### src/design/vcas_pkg.sv
package vcas_pkg;

  // operation codes carried by an input item
  typedef enum logic [2:0] {
    OP_TICK   = 3'd0,
    OP_START  = 3'd1,
    OP_STOP   = 3'd2,
    OP_PAUSE  = 3'd3,
    OP_RESUME = 3'd4,
    OP_LOSS   = 3'd5
  } op_t;

  typedef enum logic [2:0] {
    ST_IDLE,
    ST_TICK,
    ST_FILL,
    ST_SEARCH,
    ST_LOSS
  } state_t;

  // configuration register indexes
  localparam logic [1:0] REG_DWELL     = 2'd0;
  localparam logic [1:0] REG_LOSS_SKIP = 2'd1;
  localparam logic [1:0] REG_PIP       = 2'd2;

  localparam logic [31:0] DWELL_RESET = 32'h0303_0303;
  localparam logic [7:0]  SKIP_MARK   = 8'hFF;
  localparam logic [7:0]  TIME_ZERO   = 8'h00;
  localparam logic [7:0]  TIME_ONE    = 8'h01;

  typedef struct packed {
    logic [31:0] dwell_times;
    logic        loss_skip_enable;
    logic        pip_sequence_mode;
  } cfg_t;

endpackage

### src/design/vcas_time_mem.sv
module vcas_time_mem #(
  parameter int CHANNELS = 4
) (
  input  logic                        clk,
  input  logic                        rst,
  input  logic                        clr,
  input  logic                        we,
  input  logic [$clog2(CHANNELS)-1:0] waddr,
  input  logic [7:0]                  wdata,
  input  logic [$clog2(CHANNELS)-1:0] raddr,
  output logic [7:0]                  rdata
);
  import vcas_pkg::*;

  logic [7:0]          mem [CHANNELS];
  logic [CHANNELS-1:0] vld;
  logic [7:0]          rd_q;
  logic                rd_vld;
  logic                fwd;

  // same-entry write and read in one cycle returns the new value
  assign fwd = we && (waddr == raddr);

  always_ff @(posedge clk) begin
    if (we) begin
      mem[waddr] <= wdata;
    end
  end

  // entry not written since reset or clear reads as zero
  always_ff @(posedge clk) begin
    if (rst || clr) begin
      vld <= '0;
    end else if (we) begin
      vld[waddr] <= 1'b1;
    end
  end

  always_ff @(posedge clk) begin
    rd_q   <= fwd ? wdata : mem[raddr];
    rd_vld <= fwd || vld[raddr];
  end

  assign rdata = rd_vld ? rd_q : TIME_ZERO;

endmodule

### src/design/vcas_ctrl.sv
module vcas_ctrl #(
  parameter int CHANNELS = 4
) (
  input  logic                        clk,
  input  logic                        rst,
  input  vcas_pkg::cfg_t              cfg,
  input  logic                        start,
  input  logic [2:0]                  operation,
  input  logic [3:0]                  loss_mask,
  input  logic [1:0]                  start_channel,
  output logic                        busy,
  output logic                        done,
  output logic [1:0]                  shown_channel,
  output logic                        running,
  output logic                        held,
  output logic                        switched,
  output logic                        mem_clr,
  output logic                        mem_we,
  output logic [$clog2(CHANNELS)-1:0] mem_waddr,
  output logic [7:0]                  mem_wdata,
  output logic [$clog2(CHANNELS)-1:0] mem_raddr,
  input  logic [7:0]                  mem_rdata
);
  import vcas_pkg::*;

  localparam int CW = $clog2(CHANNELS);
  localparam logic [CW-1:0] LAST = CW'(CHANNELS - 1);
  localparam logic [CW-1:0] CH_ZERO = CW'(0);
  localparam logic [CW-1:0] CH_ONE = CW'(1);

  state_t         state, state_next;
  op_t            op_q, op_q_next;
  logic [3:0]     loss_q, loss_q_next;
  logic [3:0]     chg, chg_next;
  logic [CW-1:0]  base, base_next;
  logic [CW-1:0]  cand, cand_next;
  logic [CW-1:0]  cnt, cnt_next;
  logic [CW-1:0]  idx, idx_next;
  logic [CW-1:0]  cur, cur_next;
  logic [CW-1:0]  prior, prior_next;
  logic           active, active_next;
  logic           pause, pause_next;
  logic [3:0]     prev, prev_next;
  logic           fin;

  function automatic logic [CW-1:0] wrap_inc(input logic [CW-1:0] x);
    return (x == LAST) ? CH_ZERO : x + CH_ONE;
  endfunction

  // successor on a tick: channel 0 is stepped over in PIP mode
  function automatic logic [CW-1:0] tick_succ(input logic [CW-1:0] x, input logic pip);
    logic [CW-1:0] w;
    w = wrap_inc(x);
    if (pip && w == CH_ZERO) begin
      w = CH_ONE;
    end
    return w;
  endfunction

  // bytes past the 32-bit register shift out to zero
  function automatic logic [7:0] dwell_of(input logic [31:0] dw, input logic [CW-1:0] ch);
    return 8'(dw >> {ch, 3'b000});
  endfunction

  function automatic logic bit_of(input logic [3:0] m, input logic [CW-1:0] ch);
    logic [3:0] t;
    t = m >> ch;
    return t[0];
  endfunction

  assign busy = (state != ST_IDLE);

  always_comb begin
    logic          skip;
    logic          pip;
    logic [3:0]    s4;
    logic [CW-1:0] cand_start;
    logic [CW-1:0] nxt;
    logic [7:0]    v;
    logic          ok;

    skip = cfg.loss_skip_enable;
    pip  = cfg.pip_sequence_mode;

    state_next  = state;
    op_q_next   = op_q;
    loss_q_next = loss_q;
    chg_next    = chg;
    base_next   = base;
    cand_next   = cand;
    cnt_next    = cnt;
    idx_next    = idx;
    cur_next    = cur;
    prior_next  = prior;
    active_next = active;
    pause_next  = pause;
    prev_next   = prev;
    fin         = 1'b0;
    mem_clr     = 1'b0;
    mem_we      = 1'b0;
    mem_waddr   = idx;
    mem_wdata   = TIME_ZERO;
    mem_raddr   = cand;
    nxt         = cand;
    v           = mem_rdata;
    ok          = 1'b0;

    // start channel modulo CHANNELS; two subtractions cover a 2-bit value
    s4 = 4'(start_channel);
    if (s4 >= 4'(CHANNELS)) begin
      s4 = s4 - 4'(CHANNELS);
    end
    if (s4 >= 4'(CHANNELS)) begin
      s4 = s4 - 4'(CHANNELS);
    end
    if (active) begin
      cand_start = wrap_inc(cur);
    end else if (pip) begin
      cand_start = CH_ONE;
    end else begin
      cand_start = CW'(s4);
    end

    unique case (state)
      ST_IDLE: begin
        if (start) begin
          op_q_next   = op_t'(operation);
          loss_q_next = loss_mask;
          prior_next  = cur;
          case (op_t'(operation))
            OP_TICK: begin
              if (active) begin
                mem_raddr  = cur;
                state_next = ST_TICK;
              end else begin
                fin = 1'b1;
              end
            end
            OP_START: begin
              pause_next = 1'b0;
              if (active) begin
                prev_next = skip ? loss_mask : 4'h0;
              end
              idx_next   = CH_ZERO;
              base_next  = cand_start;
              state_next = ST_FILL;
            end
            OP_STOP: begin
              pause_next  = 1'b0;
              active_next = 1'b0;
              prev_next   = 4'h0;
              mem_clr     = 1'b1;
              fin         = 1'b1;
            end
            OP_PAUSE: begin
              pause_next = 1'b1;
              fin        = 1'b1;
            end
            OP_RESUME: begin
              pause_next = 1'b0;
              fin        = 1'b1;
            end
            OP_LOSS: begin
              if (active && skip) begin
                chg_next   = prev ^ loss_mask;
                prev_next  = loss_mask;
                idx_next   = CH_ZERO;
                state_next = ST_LOSS;
              end else begin
                if (active) begin
                  prev_next = 4'h0;
                end
                fin = 1'b1;
              end
            end
            default: begin
              fin = 1'b1;
            end
          endcase
        end
      end

      ST_TICK: begin
        if (v == SKIP_MARK) begin
          fin = 1'b1;
        end else if (v != TIME_ZERO) begin
          if (!pause) begin
            mem_we    = 1'b1;
            mem_waddr = cur;
            mem_wdata = 8'(v - TIME_ONE);
          end
          fin = 1'b1;
        end else begin
          // expired: reload, then look for the next channel
          mem_we     = 1'b1;
          mem_waddr  = cur;
          mem_wdata  = dwell_of(cfg.dwell_times, cur);
          nxt        = tick_succ(cur, pip);
          cand_next  = nxt;
          mem_raddr  = nxt;
          cnt_next   = CH_ZERO;
          state_next = ST_SEARCH;
        end
      end

      ST_FILL: begin
        mem_we    = 1'b1;
        mem_waddr = idx;
        if (pip && idx == CH_ZERO) begin
          mem_wdata = TIME_ZERO;
        end else if (skip && bit_of(loss_q, idx)) begin
          mem_wdata = SKIP_MARK;
        end else begin
          mem_wdata = dwell_of(cfg.dwell_times, idx);
        end
        if (idx == LAST) begin
          cand_next  = base;
          mem_raddr  = base;
          cnt_next   = CH_ZERO;
          state_next = ST_SEARCH;
        end else begin
          idx_next = idx + CH_ONE;
        end
      end

      ST_SEARCH: begin
        if (op_q == OP_START) begin
          ok = !(v == TIME_ZERO || (v == SKIP_MARK && skip));
        end else begin
          ok = (v != TIME_ZERO) && (v != SKIP_MARK);
        end
        if (ok) begin
          cur_next = cand;
          if (op_q == OP_START) begin
            active_next = 1'b1;
          end
          fin = 1'b1;
        end else if (cnt == LAST) begin
          // nothing eligible: start keeps its first candidate, tick stays put
          if (op_q == OP_START) begin
            cur_next    = base;
            active_next = 1'b1;
          end
          fin = 1'b1;
        end else begin
          nxt       = (op_q == OP_START) ? wrap_inc(cand) : tick_succ(cand, pip);
          cnt_next  = cnt + CH_ONE;
          cand_next = nxt;
          mem_raddr = nxt;
        end
      end

      ST_LOSS: begin
        if (bit_of(chg, idx)) begin
          mem_we    = 1'b1;
          mem_waddr = idx;
          mem_wdata = bit_of(loss_q, idx) ? SKIP_MARK : dwell_of(cfg.dwell_times, idx);
        end
        if (idx == LAST) begin
          fin = 1'b1;
        end else begin
          idx_next = idx + CH_ONE;
        end
      end

      default: begin
        fin = 1'b1;
      end
    endcase

    if (fin) begin
      state_next = ST_IDLE;
    end
  end

  always_ff @(posedge clk) begin
    if (rst) begin
      state  <= ST_IDLE;
      cur    <= LAST;
      active <= 1'b0;
      pause  <= 1'b0;
      prev   <= 4'h0;
      done   <= 1'b0;
    end else begin
      state  <= state_next;
      cur    <= cur_next;
      active <= active_next;
      pause  <= pause_next;
      prev   <= prev_next;
      done   <= fin;
    end
  end

  always_ff @(posedge clk) begin
    logic [7:0] wide;
    wide   = 8'(cur_next);
    op_q   <= op_q_next;
    loss_q <= loss_q_next;
    chg    <= chg_next;
    base   <= base_next;
    cand   <= cand_next;
    cnt    <= cnt_next;
    idx    <= idx_next;
    prior  <= prior_next;
    if (fin) begin
      shown_channel <= wide[1:0];
      running       <= active_next;
      held          <= pause_next;
      switched      <= (cur_next != prior_next);
    end
  end

  a_write_busy : assert property (@(posedge clk) disable iff (rst)
    mem_we |-> (state != ST_IDLE))
    else $error("time store written while idle");

  a_done_idle : assert property (@(posedge clk) disable iff (rst)
    done |-> (state == ST_IDLE))
    else $error("result strobe while still working");

  a_search_bound : assert property (@(posedge clk) disable iff (rst)
    (state == ST_SEARCH) |-> (cnt <= LAST))
    else $error("search ran past the channel count");

  a_start_runs : assert property (@(posedge clk) disable iff (rst)
    (done && op_q == OP_START) |-> (running && !held))
    else $error("start finished without running");

  a_stop_halts : assert property (@(posedge clk) disable iff (rst)
    (done && op_q == OP_STOP) |-> (!running && !held))
    else $error("stop left sequencing active");

endmodule

### src/design/video_channel_auto_sequencer.sv
// Channel    | Direction | Handshake            | Payload
// command    | in        | start, busy          | operation, loss_mask, start_channel
// result     | out       | done (one cycle)     | shown_channel, running, held, switched
// config     | in        | cfg_write            | cfg_index, cfg_data
//
// Stop, pause, resume, unused codes and a tick or loss update with no store
// access are answered without busy rising. A tick reads the current channel's
// time and, when the dwell expires, searches for the next channel; a start
// fills every channel's time, then searches from its first candidate; a loss
// update walks every channel. The time store takes one read and one write a
// cycle. rst is synchronous; the next item is taken at the earliest on the edge
// that ends the done cycle.
// The receiver cannot stall: each result is valid in its done cycle only.
module video_channel_auto_sequencer #(
  parameter int CHANNELS = 4
) (
  input  logic        clk,
  input  logic        rst,
  // configuration writes
  input  logic        cfg_write,
  input  logic [1:0]  cfg_index,
  input  logic [31:0] cfg_data,
  // command
  input  logic        start,
  output logic        busy,
  input  logic [2:0]  operation,
  input  logic [3:0]  loss_mask,
  input  logic [1:0]  start_channel,
  // result
  output logic        done,
  output logic [1:0]  shown_channel,
  output logic        running,
  output logic        held,
  output logic        switched
);
  import vcas_pkg::*;

  localparam int CW = $clog2(CHANNELS);

  cfg_t          cfg;
  logic          mem_clr;
  logic          mem_we;
  logic [CW-1:0] mem_waddr;
  logic [7:0]    mem_wdata;
  logic [CW-1:0] mem_raddr;
  logic [7:0]    mem_rdata;

  // configuration registers; index 3 is ignored
  always_ff @(posedge clk) begin
    if (rst) begin
      cfg.dwell_times       <= DWELL_RESET;
      cfg.loss_skip_enable  <= 1'b0;
      cfg.pip_sequence_mode <= 1'b0;
    end else if (cfg_write) begin
      case (cfg_index)
        REG_DWELL:     cfg.dwell_times       <= cfg_data;
        REG_LOSS_SKIP: cfg.loss_skip_enable  <= cfg_data[0];
        REG_PIP:       cfg.pip_sequence_mode <= cfg_data[0];
        default: begin
        end
      endcase
    end
  end

  // sequencer: owns flags, current channel and the read-modify-write steps
  vcas_ctrl #(
    .CHANNELS(CHANNELS)
  ) u_ctrl (
    .clk          (clk),
    .rst          (rst),
    .cfg          (cfg),
    .start        (start),
    .operation    (operation),
    .loss_mask    (loss_mask),
    .start_channel(start_channel),
    .busy         (busy),
    .done         (done),
    .shown_channel(shown_channel),
    .running      (running),
    .held         (held),
    .switched     (switched),
    .mem_clr      (mem_clr),
    .mem_we       (mem_we),
    .mem_waddr    (mem_waddr),
    .mem_wdata    (mem_wdata),
    .mem_raddr    (mem_raddr),
    .mem_rdata    (mem_rdata)
  );

  // per-channel remaining seconds (0xFF marks a skipped channel)
  vcas_time_mem #(
    .CHANNELS(CHANNELS)
  ) u_time_mem (
    .clk  (clk),
    .rst  (rst),
    .clr  (mem_clr),
    .we   (mem_we),
    .waddr(mem_waddr),
    .wdata(mem_wdata),
    .raddr(mem_raddr),
    .rdata(mem_rdata)
  );

endmodule

### config.mk
export PLATFORM = sky130hd
export DESIGN_NAME = video_channel_auto_sequencer
export DESIGN_NICKNAME = d
export VERILOG_FILES = /design/src/design/vcas_pkg.sv /design/src/design/vcas_time_mem.sv /design/src/design/vcas_ctrl.sv /design/src/design/video_channel_auto_sequencer.sv
export SDC_FILE = /design/constraint.sdc
export NUM_CORES = 1
export LEC_CHECK = 0
export BUFFER_PORTS_ARGS = -buffer_cell sky130_fd_sc_hd__buf_2
export CAP_MARGIN = 20
export CORE_ASPECT_RATIO = 0.6
export CORE_UTILIZATION = 33
export CTS_BUF_LIST = sky130_fd_sc_hd__clkbuf_8
export CTS_CLUSTER_SIZE = 16
export DETAILED_ROUTE_END_ITERATION = 10
export HOLD_SLACK_MARGIN = 0.02
export PLACE_DENSITY_LB_ADDON = 0.1
export SLEW_MARGIN = 25
export SYNTH_ARGS = -nofsm -noshare
export SYNTH_HDL_FRONTEND = slang
export SYNTH_SLANG_ARGS = --single-unit
### constraint.sdc
create_clock -name clk -period 3.2 [get_ports clk]
set_input_delay 0.32 -clock clk [delete_from_list [all_inputs] [get_ports clk]]
set_output_delay 0.32 -clock clk [all_outputs]
set_load 0.005 [all_outputs]
======== Word-level counts from Yosys, hierarchy flattened ========
Memory sizes are Yosys's and may differ from the RTL's. A register that Yosys moved wholly into a read port is not among the register bits.
Cells that the tools add are included.
Widths: inputs -> output; s select.
word-level totals
  register bits ........................... 77
  latch bits .............................. 0
  memory bits (writable) .................. 32
  bits in read-only memories .............. 0
  bits of input ports ..................... 47
  output and inout bits ................... 7
  word-level logic and storage cells ...... 205
  memories ................................ 1
memory list
  name            depth  bits a word  rd ports  clocked after memory_dff  wr ports  RTL line             RTL
  u_time_mem.mem  4      8            1         1                         1         vcas_time_mem.sv:15  logic [7:0] mem [CHANNELS];
operators by class
  $add $sub $neg .......................... 5
  $mul .................................... 0
  div/mod/pow operators ................... 0
  $lt $le $gt $ge ......................... 3
  equal/unequal tests ..................... 33
  shift operators ......................... 4
  muxes and demuxes ....................... 95
  bitwise logic cells ..................... 2
  reduce and logical (&&, ||, !) cells .... 39
operators by type and width
  operator             number
  $mux 2               33
  $mux 8               8
  $shr 32x5->8         2
  $mux 1               28
  $pmux 8 s3           1
  $mux 3               6
  $pmux 3 s3           2
  $mux 4               4
  $eq 3x2->1 const B   4
  $ne 2x2->1 const B   6
  $pmux 2 s3           2
  $pmux 4 s3           1
  $reduce_bool 3->1    4
  $eq 2x2->1 const B   5
  $reduce_and 5->1     2
  $eq 3x1->1 const B   3
  $eq 3x3->1 const B   3
  $logic_and 1x1->1    9
  $ne 3x2->1 const B   3
  $add 2x1->2 const B  4
  $eq 8x8->1 const B   1
  $logic_not 2->1      4
  $logic_not 8->1      1
  $ne 8x8->1 const B   1
  other kinds (31)     44

======== Longest topological paths before layout ========
Gate-level depths: netlist of run 1.
  depth in word-level cells ............... 12
  mapped depth ............................ 12
  depth with buffers taken out ............ 11

======== By module ========
A second synthesis of run 1 with hierarchy kept.
second synthesis, totals
  cells, all modules ...................... 524
  area, all modules ....................... 5970.7 sq um
by module, submodules not included
  module                        instances  cells an instance  area each (sq um)  seq. area each (sq um)
  vcas_ctrl                     1          305                2977.9             1001.0
  video_channel_auto_sequencer  1          149                1529.0             680.7
  vcas_time_mem                 1          70                 1463.9             1101.1

======== Worst setup path before layout of run 1 ========
Ideal clock, no wire load.
  kind .................................... register to register
  start ................................... register (tool-made name)
  end ..................................... register u_time_mem.rd_vld
  setup time .............................. 58 ps
  arrival time ............................ 2809 ps
  required time ........................... 3142 ps
  slack ................................... 333 ps
  stages on the path, launching flop included .. 10
  path buffers ............................ 1
  clock period less this slack ............ 2867 ps
  path through ............................ dfxtp_1 > buf_6 > mux4_2 > or2_1 > o31ai_4 > a2bb2oi_1 > o21ai_0 > nor2_1 > mux2i_1 > mux2_2
RTL lines
  item                    RTL line             RTL
  end signal: assignment  vcas_time_mem.sv:41  rd_vld <= fwd || vld[raddr];
  end: declaration        vcas_time_mem.sv:18  logic rd_vld;

==> results.json, run 1 <==
{
  "drc": 0,
  "p_clk_frac": 0.316,
  "dieArea_um2": 17530,
  "intPower_mw": 1.935,
  "max_clock_freq_ghz": 0.3293,
  "nets": 656,
  "yosysSeqAreaShare": 0.4964,
  "final.setup_skew_ps": 17.31,
  "min_path_cells": 3,
  "drt_iter0_markers": 354,
  "yosysMostFrequentCell": "nand2_1",
  "hold_class": "in -> reg",
  "final_layout_size_suffix_gt1_frac": 0.2268,
  "ys_seq_elements": 111,
  "p_leak_nw": 2.373,
  "routed_wl_um": 15140,
  "fin_util": 0.3929,
  "synthesis.area_um2": 5605,
  "power_frac_comb": 0.096,
  "antennaDiodeCount": 0,
  "finalCritPeriodShare": 0.9490,
  "clk_pin_slew_ps": 110,
  "grt_use_total": 0.1808,
  "tightest_slew_ps": 863.8,
  "yosys_warnings": 0,
  "port_buffers": 53,
  "setup_viol": 0,
  "fp.dieW_um": 170.3,
  "htreeDepth": 3,
  "cts_sinks": 111,
  "hold_viol_final": 0,
  "grt_pass1_wl_um": 23520,
  "status": "finished clean",
  "fin_tns_setup_ps": 0,
  "dp_hpwl_um": 11250,
  "relSlewSlack": 0.4241,
  "power_frac_seq": 0.588,
  "row_count": 36,
  "grt_overflow": 0,
  "via_per_inst": 5.154,
  "cts_made_buffers": 9,
  "antenna_found_initial": 0,
  "dp.cells": 814,
  "p_switching_mw": 0.6958,
  "design_area_um2": 6441,
  "start_util": 0.3419,
  "die_y_um": 103.0,
  "syn2layout_area_growth_pct": 14.91,
  "fin_cells": 832,
  "synth_ff_type": "edfxtp_1",
  "place_congestion": 0.8620,
  "core_area_um2": 16400,
  "synthArstFlopShare": 0,
  "syn_inst": 538,
  "slew_viol_final": 0,
  "synthTopCellsByArea": "edfxtp_1 (30%), dfxtp_1 (20%), mux4_2 (10%)",
  "grt_pass1_vias": 4017,
  "insertion_delay_ps": 390,
  "cp-end-kind": "register",
  "synth_cell_types": 54,
  "worstPathArrival_ps": 3310,
  "first_pass_iters": 4,
  "detail-route-antenna-nets": 0,
  "ir_drop_v": 0.0001863,
  "synth_edf_count": 56,
  "rsz0062_at_grt": "no",
  "cts-root-buf": "clkbuf_8",
  "timing.hold.ws_ps": 135.4,
  "switching_share": 0.2645,
  "critPathMaxFanout": 8,
  "post_synth.cell_area_avg_um2": 10.42,
  "wire_per_inst_um": 18.20,
  "cp-start-kind": "register",
  "cap_violations": 0,
  "cts_tree": "built",
  "synth_top_area_cell": "edfxtp_1",
  "syn-num-nets": 595,
  "synth_common_cells": "nand2_1 (107), edfxtp_1 (56), dfxtp_1 (55)",
  "grt_max_degree": 46,
  "cts.path.max_buffers": 2,
  "num_vias": 4288,
  "power_density_nw_per_um2": 408.4,
  "synth_top_area_frac": 0.3000,
  "placed_cell_area_um2": 6232,
  "worstPathRequired_ps": 3470,
  "period_needed_ps": 3037,
  "rr_worst_depth": 9,
  "worstSetupPathType": "reg -> reg",
  "pin_count": 54
}
[cell type report]
| class | instances | area, um2 |
|---|---|---|
| Multi-Input combinational cell | 384 | 2664 |
| Clock buffer | 9 | 123.9 |
| Fill cell | 1642 | 9955 |
| Tap cell | 228 | 285.3 |
| Inverter | 12 | 45.04 |
| Timing Repair Buffer | 81 | 475.5 |
| Clock inverter | 7 | 63.81 |
| Sequential cell | 111 | 2784 |
[per-stage QoR]
step                      setup slack, ps  total power [mW]
after floorplan                     333.3             1.725
after global placement              69.29             1.824
after detailed placement           -21.86             1.828
after CTS                           50.59             2.653
after global routing                8.489             2.747
final                               163.1             2.631
[power groups by stage]
stage	Sequential (mW)	Combinational, mW	Clock [mW]
finish	1.55	0.253	0.830
global route	1.55	0.278	0.917
CTS	1.55	0.249	0.856
detailed placement	1.58	0.248	0
global placement	1.58	0.246	0
floorplan	1.57	0.158	0
[metal layers]
metal | up-vias | global-route usage | share of wire
li1 | 2068 | - | -
met1 | 2065 | 0.2981 | 0.56
met2 | 143 | 0.2295 | 0.38
met3 | 12 | 0.03839 | 0.058
met4 | 0 | 0.03950 | 0.0077
met5 | - | 0 | 0
[logic make-up after synthesis]
| group | share of synthesized area |
|---|---|
| compound gates | 0.1339 |
| xor+xnor | 0.01562 |
| fa+ha+maj | 0.02232 |
| buf+inv | 0.03013 |
| flops | 0.4964 |
| mux | 0.1348 |
| simple gates | 0.1667 |
[registers in the layout, summed over array words and instances (netlist names), 3 cells and up, named ones only]
name,cells
u_time_mem.vld,4
u_time_mem.mem,32
u_ctrl.prev,4
u_ctrl.chg,4
u_ctrl.op_q,3
cfg,34
u_ctrl.loss_q,4
u_ctrl.state,3
[placed cells by master, fill, tap and decap left out, drive strengths merged, types with 3 or more instances in the layout]
cell	count
nor2b	6
and2	9
clkbuf	9
and3	4
edfxtp	56
xnor2	4
o31ai	3
a22oi	13
mux2	7
nor3b	3
inv	17
xor2	6
nor2	37
nand3	9
o22ai	4
mux4	25
nand2b	6
nand3b	12
nor3	3
a21oi	43
mux2i	11
or2	4
buf	81
dfxtp	55
o21ai	29
nand2	107
a22o	4
ha	10
[path summary, 6_finish.rpt]
path                                    from                end  slack (ps)
worst max register to register      register  u_time_mem.rd_vld         160
worst max-delay path                register  u_time_mem.rd_vld         160
worst min register to register       cfg[22]            cfg[22]         480
worst min-delay path            cfg_data[17]            cfg[19]         140
[repair_timing]
item / 4_1_cts / 5_1_grt
hold buffers: 0 / 0
pin swaps: 0 / 1
buffers inserted: 0 / 2
setup endpoints to repair: 1 / 6
gates resized for setup: 1 / 1
[critical path, stage by stage, from the launching register on]
cell and delay, ps:
dfxtp_2 460, mux4_2 570, or2_1 290, o31ai_4 340, a32oi_2 200, buf_4 180, mux2_4 310, a41oi_4 230
mux2i_1 110, mux2_2 260
(Power assumes the default switching activity.)
==> run 2, diff against run 1 <==
--- a/config.mk
+++ b/config.mk
@@ -14,6 +14,7 @@
 export DETAILED_ROUTE_END_ITERATION = 10
 export HOLD_SLACK_MARGIN = 0.02
 export PLACE_DENSITY_LB_ADDON = 0.1
+export REMOVE_ABC_BUFFERS = 1
 export SLEW_MARGIN = 25
 export SYNTH_ARGS = -nofsm -noshare
 export SYNTH_HDL_FRONTEND = slang
==> run 2 against run 1 <==
- fmax decreased by 0.90%
- via count fell by 1.9%
- clock power rose by 8.4%
- final area rose by 0.47%
- critical path type unchanged
- die area is the same
- highest routed layer unchanged
- routed wire length shrank 2.8%
- core utilization rose by 0.18 points
- flip-flop and latch count unchanged
- sequential share of layout area fell by 0.22 points
- register-to-register slack worse by 30 ps
- clock skew about the same
==> results.json, run 2 (synthesized netlist as in run 1, its figures left out) <==
{
  "rr_worst_depth": 9,
  "final_common_cell": "nand2_1",
  "insertion_delay_ps": 390,
  "endpoint": "u_ctrl.cnt[0]",
  "grt_pass1_vias": 4028,
  "dp_hpwl_um": 10990,
  "dieArea_um2": 17530,
  "cp-start-kind": "register",
  "tightest_slew_ps": 959.3,
  "drc": 0,
  "pin_count": 54,
  "row_count": 36,
  "slew_viol_final": 0,
  "p_leak_nw": 2.381,
  "grt_max_degree": 46,
  "final_layout_size_suffix_gt1_frac": 0.2272,
  "antenna_found_initial": 0,
  "worstPathArrival_ps": 3120,
  "start_util": 0.3419,
  "wire_per_inst_um": 17.71,
  "worstSetupPathType": "reg -> reg",
  "cap_violations": 0,
  "hold_viol_final": 0,
  "grt_use_total": 0.1795,
  "nets": 655,
  "status": "finished clean",
  "cp-end-kind": "register",
  "core_area_um2": 16400,
  "place_congestion": 0.8700,
  "routed_wl_um": 14720,
  "cts_made_buffers": 9,
  "relSlewSlack": 0.3596,
  "fin_tns_setup_ps": 0,
  "seqCellArea_um2": 2783,
  "grt_overflow": 0,
  "ir_drop_v": 0.0002062,
  "setup_viol": 0,
  "power_density_nw_per_um2": 416.8,
  "final.setup_skew_ps": 16.81,
  "cts_sinks": 111,
  "mostFrequentLayoutCells": "nand2_1 (107), edfxtp_1 (56), dfxtp_1 (55), buf_2 (53), a21oi_1 (43)",
  "htreeDepth": 3,
  "max_clock_freq_ghz": 0.3263,
  "r2r_slack_ps": 140,
  "postCtsHoldBufs": 0,
  "cts.path.max_buffers": 2,
  "post_cts_buffers": 0,
  "hold_class": "in -> reg",
  "worstPathRequired_ps": 3260,
  "clk_pin_slew_ps": 120,
  "syn2layout_area_growth_pct": 15.45,
  "largest_reg_flops": 34,
  "nFillCells": 1671,
  "fp.dieW_um": 170.3,
  "antennaDiodeCount": 0,
  "detail-route-antenna-nets": 0,
  "rr_endpoint": "u_ctrl.cnt[0]",
  "critPathMaxFanout": 9,
  "cts-root-buf": "clkbuf_8",
  "port_buffers": 53,
  "drt_iter0_markers": 277,
  "rsz0062_at_grt": "no",
  "p_total_mw": 2.697,
  "cts-resized-gates": 0,
  "reg_top3": "cfg: 34 flops, u_time_mem.mem: 32 flops",
  "multi_input_area_um2": 2665,
  "first_pass_iters": 4,
  "finalCritPeriodShare": 0.9577,
  "cts_tree": "built",
  "die_y_um": 103.0,
  "max_flop_register": "cfg",
  "period_needed_ps": 3065,
  "grt_pass1_wl_um": 23300,
  "via_per_inst": 5.064,
  "num_vias": 4208
}
## run 2: cell types whose count changed in the layout (fill, tap and decap cells not counted), sizes merged
cell,delta
bufinv,+1
clkinv,+1
buf,-1
inv,-2
## run 2: power breakdown
part           total [mW]  switching [mW]  leakage (nW)  internal (mW)
Combinational       0.255           0.141          1.33          0.114
Clock               0.900           0.520         0.109          0.380
Sequential           1.54          0.0222         0.937           1.52
Total                2.70           0.683          2.38           2.01
## run 2: worst min path at each step
stage | from | end | slack (ps) | depth (start not counted)
detailed placement | u_time_mem.vld[2] | u_time_mem.vld[2] | 460 | 2
CTS | cfg_data[25] | cfg[27] | 120 | 3
finish | cfg_data[16] | cfg[18] | 140 | 3
floorplan | rst | cfg[12] | 390 | 1
global route | loss_mask[0] | u_ctrl.loss_q[0] | 120 | 1
global placement | cfg[4] | cfg[4] | 450 | 2
## run 2: worst max-delay path, stage by stage (launching register included)
cell and delay, ps:
dfxtp_1 380, buf_12 150, mux4_2 550, or2_1 290, o31ai_4 350, a32oi_2 240, buf_4 200, mux2i_1 140
nand2_1 70, a21oi_1 360
## run 2: metrics by stage
| stage | std cells | area, um2 | worst slack (ps) | hold WS [ps] | utilization |
|---|---|---|---|---|---|
| 4_1_cts | 831 | 6465 | 107.4 | 119.2 | 0.3943 |
| 3_5_place_dp | 815 | 6252 | 139.0 | 461.7 | 0.3813 |
| 6_report | 831 | 6471 | 135.4 | 137.3 | 0.3947 |
| 2_1_floorplan | 507 | 5482 | 124.3 | 389.1 | - |
| 3_3_place_gp | 815 | 6252 | 196.7 | 450.3 | 0.3813 |
| 5_1_grt | 831 | 6471 | 2.136 | 124.1 | 0.3947 |
## run 2: final cells by class
type	instances	area share
Sequential cell	111	0.4300
Tap cell	228	0.04408
Clock buffer	9	0.01914
Multi-Input combinational cell	384	0.4118
Clock inverter	7	0.01373
Timing Repair Buffer	80	0.07425
Inverter	12	0.006961
## run 2: per-layer routing
metal | global-route usage | share of wire
met1 | 0.2975 | 0.57
met2 | 0.2241 | 0.36
met3 | 0.03685 | 0.058
met4 | 0.04574 | 0.0095
met5 | 0 | 0
==> run 3, diff against run 2 <==
--- a/config.mk
+++ b/config.mk
@@ -7,6 +7,8 @@
 export LEC_CHECK = 0
 export BUFFER_PORTS_ARGS = -buffer_cell sky130_fd_sc_hd__buf_2
 export CAP_MARGIN = 20
+export CELL_PAD_IN_SITES_DETAIL_PLACEMENT = 1
+export CELL_PAD_IN_SITES_GLOBAL_PLACEMENT = 1
 export CORE_ASPECT_RATIO = 0.6
 export CORE_UTILIZATION = 33
 export CTS_BUF_LIST = sky130_fd_sc_hd__clkbuf_8
==> run 3 against run 2 <==
- sequential share of layout area down 0.54 points
- fmax decreased by 0.46%
- critical endpoint is now u_time_mem.rd_vld
- final area is 1.3% higher
- combinational power up 2%
- via count is 4.8% higher
- largest power group unchanged
==> results.json, run 3 (synthesized netlist as in run 1, its figures left out) <==
{
  "status": "finished clean",
  "critPathTopFamily": "multiplexers",
  "pin_count": 54,
  "power_density_nw_per_um2": 413.4,
  "cp_cell_sequence": "buf_6 > mux4_2 > or2_1 > o31ai_4 > buf_4 > a32oi_4 > mux2_4 > a41oi_4 > mux2i_1 > mux2_2",
  "cp-end-kind": "register",
  "cts-root-buf": "clkbuf_8",
  "nFillCells": 1874,
  "syn2layout_area_growth_pct": 16.96,
  "row_count": 36,
  "postCtsHoldBufs": 0,
  "core_area_um2": 16400,
  "die_y_um": 103.0,
  "cts_tree": "built",
  "htreeDepth": 3,
  "cp_slowest_stage_delay_ps": 530,
  "timing.hold.ws_ps": 132.8,
  "cp-start-kind": "register",
  "nets": 662,
  "num_vias": 4409,
  "worstSetupPathType": "reg -> reg",
  "period_needed_ps": 3079,
  "ir_drop_v": 0.0001693,
  "seqCellArea_um2": 2784,
  "grt_use_total": 0.1958,
  "antennaDiodeCount": 0,
  "start_util": 0.3419,
  "cap_violations": 0,
  "place_congestion": 0.8947,
  "final.setup_skew_ps": 16.40,
  "final_common_cell": "nand2_1",
  "worstPathRequired_ps": 3480,
  "antenna_found_initial": 0,
  "largest_reg_flops": 34,
  "wire_per_inst_um": 19.55,
  "relSlewSlack": 0.4414,
  "drt_iter0_markers": 240,
  "reg_top3": "cfg: 34 flops, u_time_mem.mem: 32 flops",
  "first_pass_iters": 4,
  "met3WireLength_um": 849,
  "grt_pass1_vias": 4308,
  "hold_class": "in -> reg",
  "slew_viol_final": 0,
  "cts_sinks": 111,
  "p_leak_nw": 2.422,
  "fin_util": 0.3999,
  "mostFrequentLayoutCells": "nand2_1 (107), edfxtp_1 (56), dfxtp_1 (54), buf_2 (53), a21oi_1 (42)",
  "critPathMaxFanout": 6,
  "finalCritPeriodShare": 0.9621,
  "multi_input_area_um2": 2714,
  "max_clock_freq_ghz": 0.3248,
  "via_per_inst": 5.261,
  "clk_pin_slew_ps": 120,
  "grt_max_degree": 46,
  "cts.path.max_buffers": 2,
  "wl_met1_um": 9162,
  "worstPathArrival_ps": 3360,
  "wl_met2_um": 6245,
  "cp.buffers_inverters": 2,
  "fp.dieW_um": 170.3,
  "grt_pass1_wl_um": 25230,
  "drc": 0,
  "hold_viol_final": 0,
  "grt_overflow": 0,
  "final_layout_size_suffix_gt1_frac": 0.2426,
  "setup_viol": 0,
  "max_flop_register": "cfg",
  "routed_wl_um": 16380,
  "detail-route-antenna-nets": 0,
  "port_buffers": 53,
  "worst_path_max_delay_cell": "mux4_2",
  "insertion_delay_ps": 390,
  "dieArea_um2": 17530,
  "cts_made_buffers": 9,
  "tightest_slew_ps": 838.0,
  "dr.max_layer_used": "met4",
  "dp_hpwl_um": 12300
}
==> run 3: cell count changes in the layout (fill, tap and decap cells not counted), sizes merged <==
cell,before,now
buf,80,87
clkinv,3,2
inv,15,16
==> run 3: final timing paths <==
| kind | startpoint | slack (ps) | to | cells past startpoint |
|---|---|---|---|---|
| setup / recovery | register | 120 | u_time_mem.rd_vld | 10 |
| hold reg to reg | cfg[17] | 480 | cfg[17] | 2 |
| setup reg to reg | register | 120 | u_time_mem.rd_vld | 10 |
| hold / removal | cfg_data[16] | 130 | cfg[18] | 3 |
==> run 3: power breakdown <==
part / leakage (nW) / switching (mW) / total [mW] / internal [mW]
Combinational: 1.38 / 0.145 / 0.261 / 0.116
Sequential: 0.937 / 0.0270 / 1.55 / 1.52
Clock: 0.108 / 0.527 / 0.902 / 0.374
Total: 2.42 / 0.699 / 2.71 / 2.01
==> run 3: final cells by class <==
cell class              count  area share
clock buffers               9     0.01889
clock inverters             7     0.01221
inverters                  12    0.006870
multi-input cells         384      0.4139
flip-flops and latches    111      0.4246
well taps                 228     0.04351
repair buffers             87     0.07996
==> run 3: worst register-to-register path, stage by stage (launching register included) <==
cell and delay (ps):
dfxtp_2 380, buf_6 150, mux4_2 530, or2_1 300
o31ai_4 310, buf_4 200, a32oi_4 150, mux2_4 360
a41oi_4 220, mux2i_1 110, mux2_2 270
==> run 3: per-layer routing <==
layer  vias up  track usage
met5         -            0
met4         0      0.03673
met3        12      0.03647
met2       117       0.2569
met1      2198       0.3219
li1       2082            -
==> run 3: stage by stage <==
step / worst slack, ps / cells / TNS, ps / cell area, um2 / power (mW)
after detailed placement: 47.50 / 819 / 0 / 6270 / 1.834
after floorplan: 124.3 / 507 / 0 / 5482 / 1.711
after global placement: 118.8 / 819 / 0 / 6270 / 1.828
after CTS: 23.98 / 835 / 0 / 6474 / 2.738
final: 121.2 / 838 / 0 / 6556 / 2.710
after global routing: -8.926 / 838 / -35.59 / 6556 / 2.811
==> run 3: what timing repair did <==
action,CTS,global route
buffers inserted,0,3
gates resized for setup,0,11
endpoints found under the setup margin,0,52
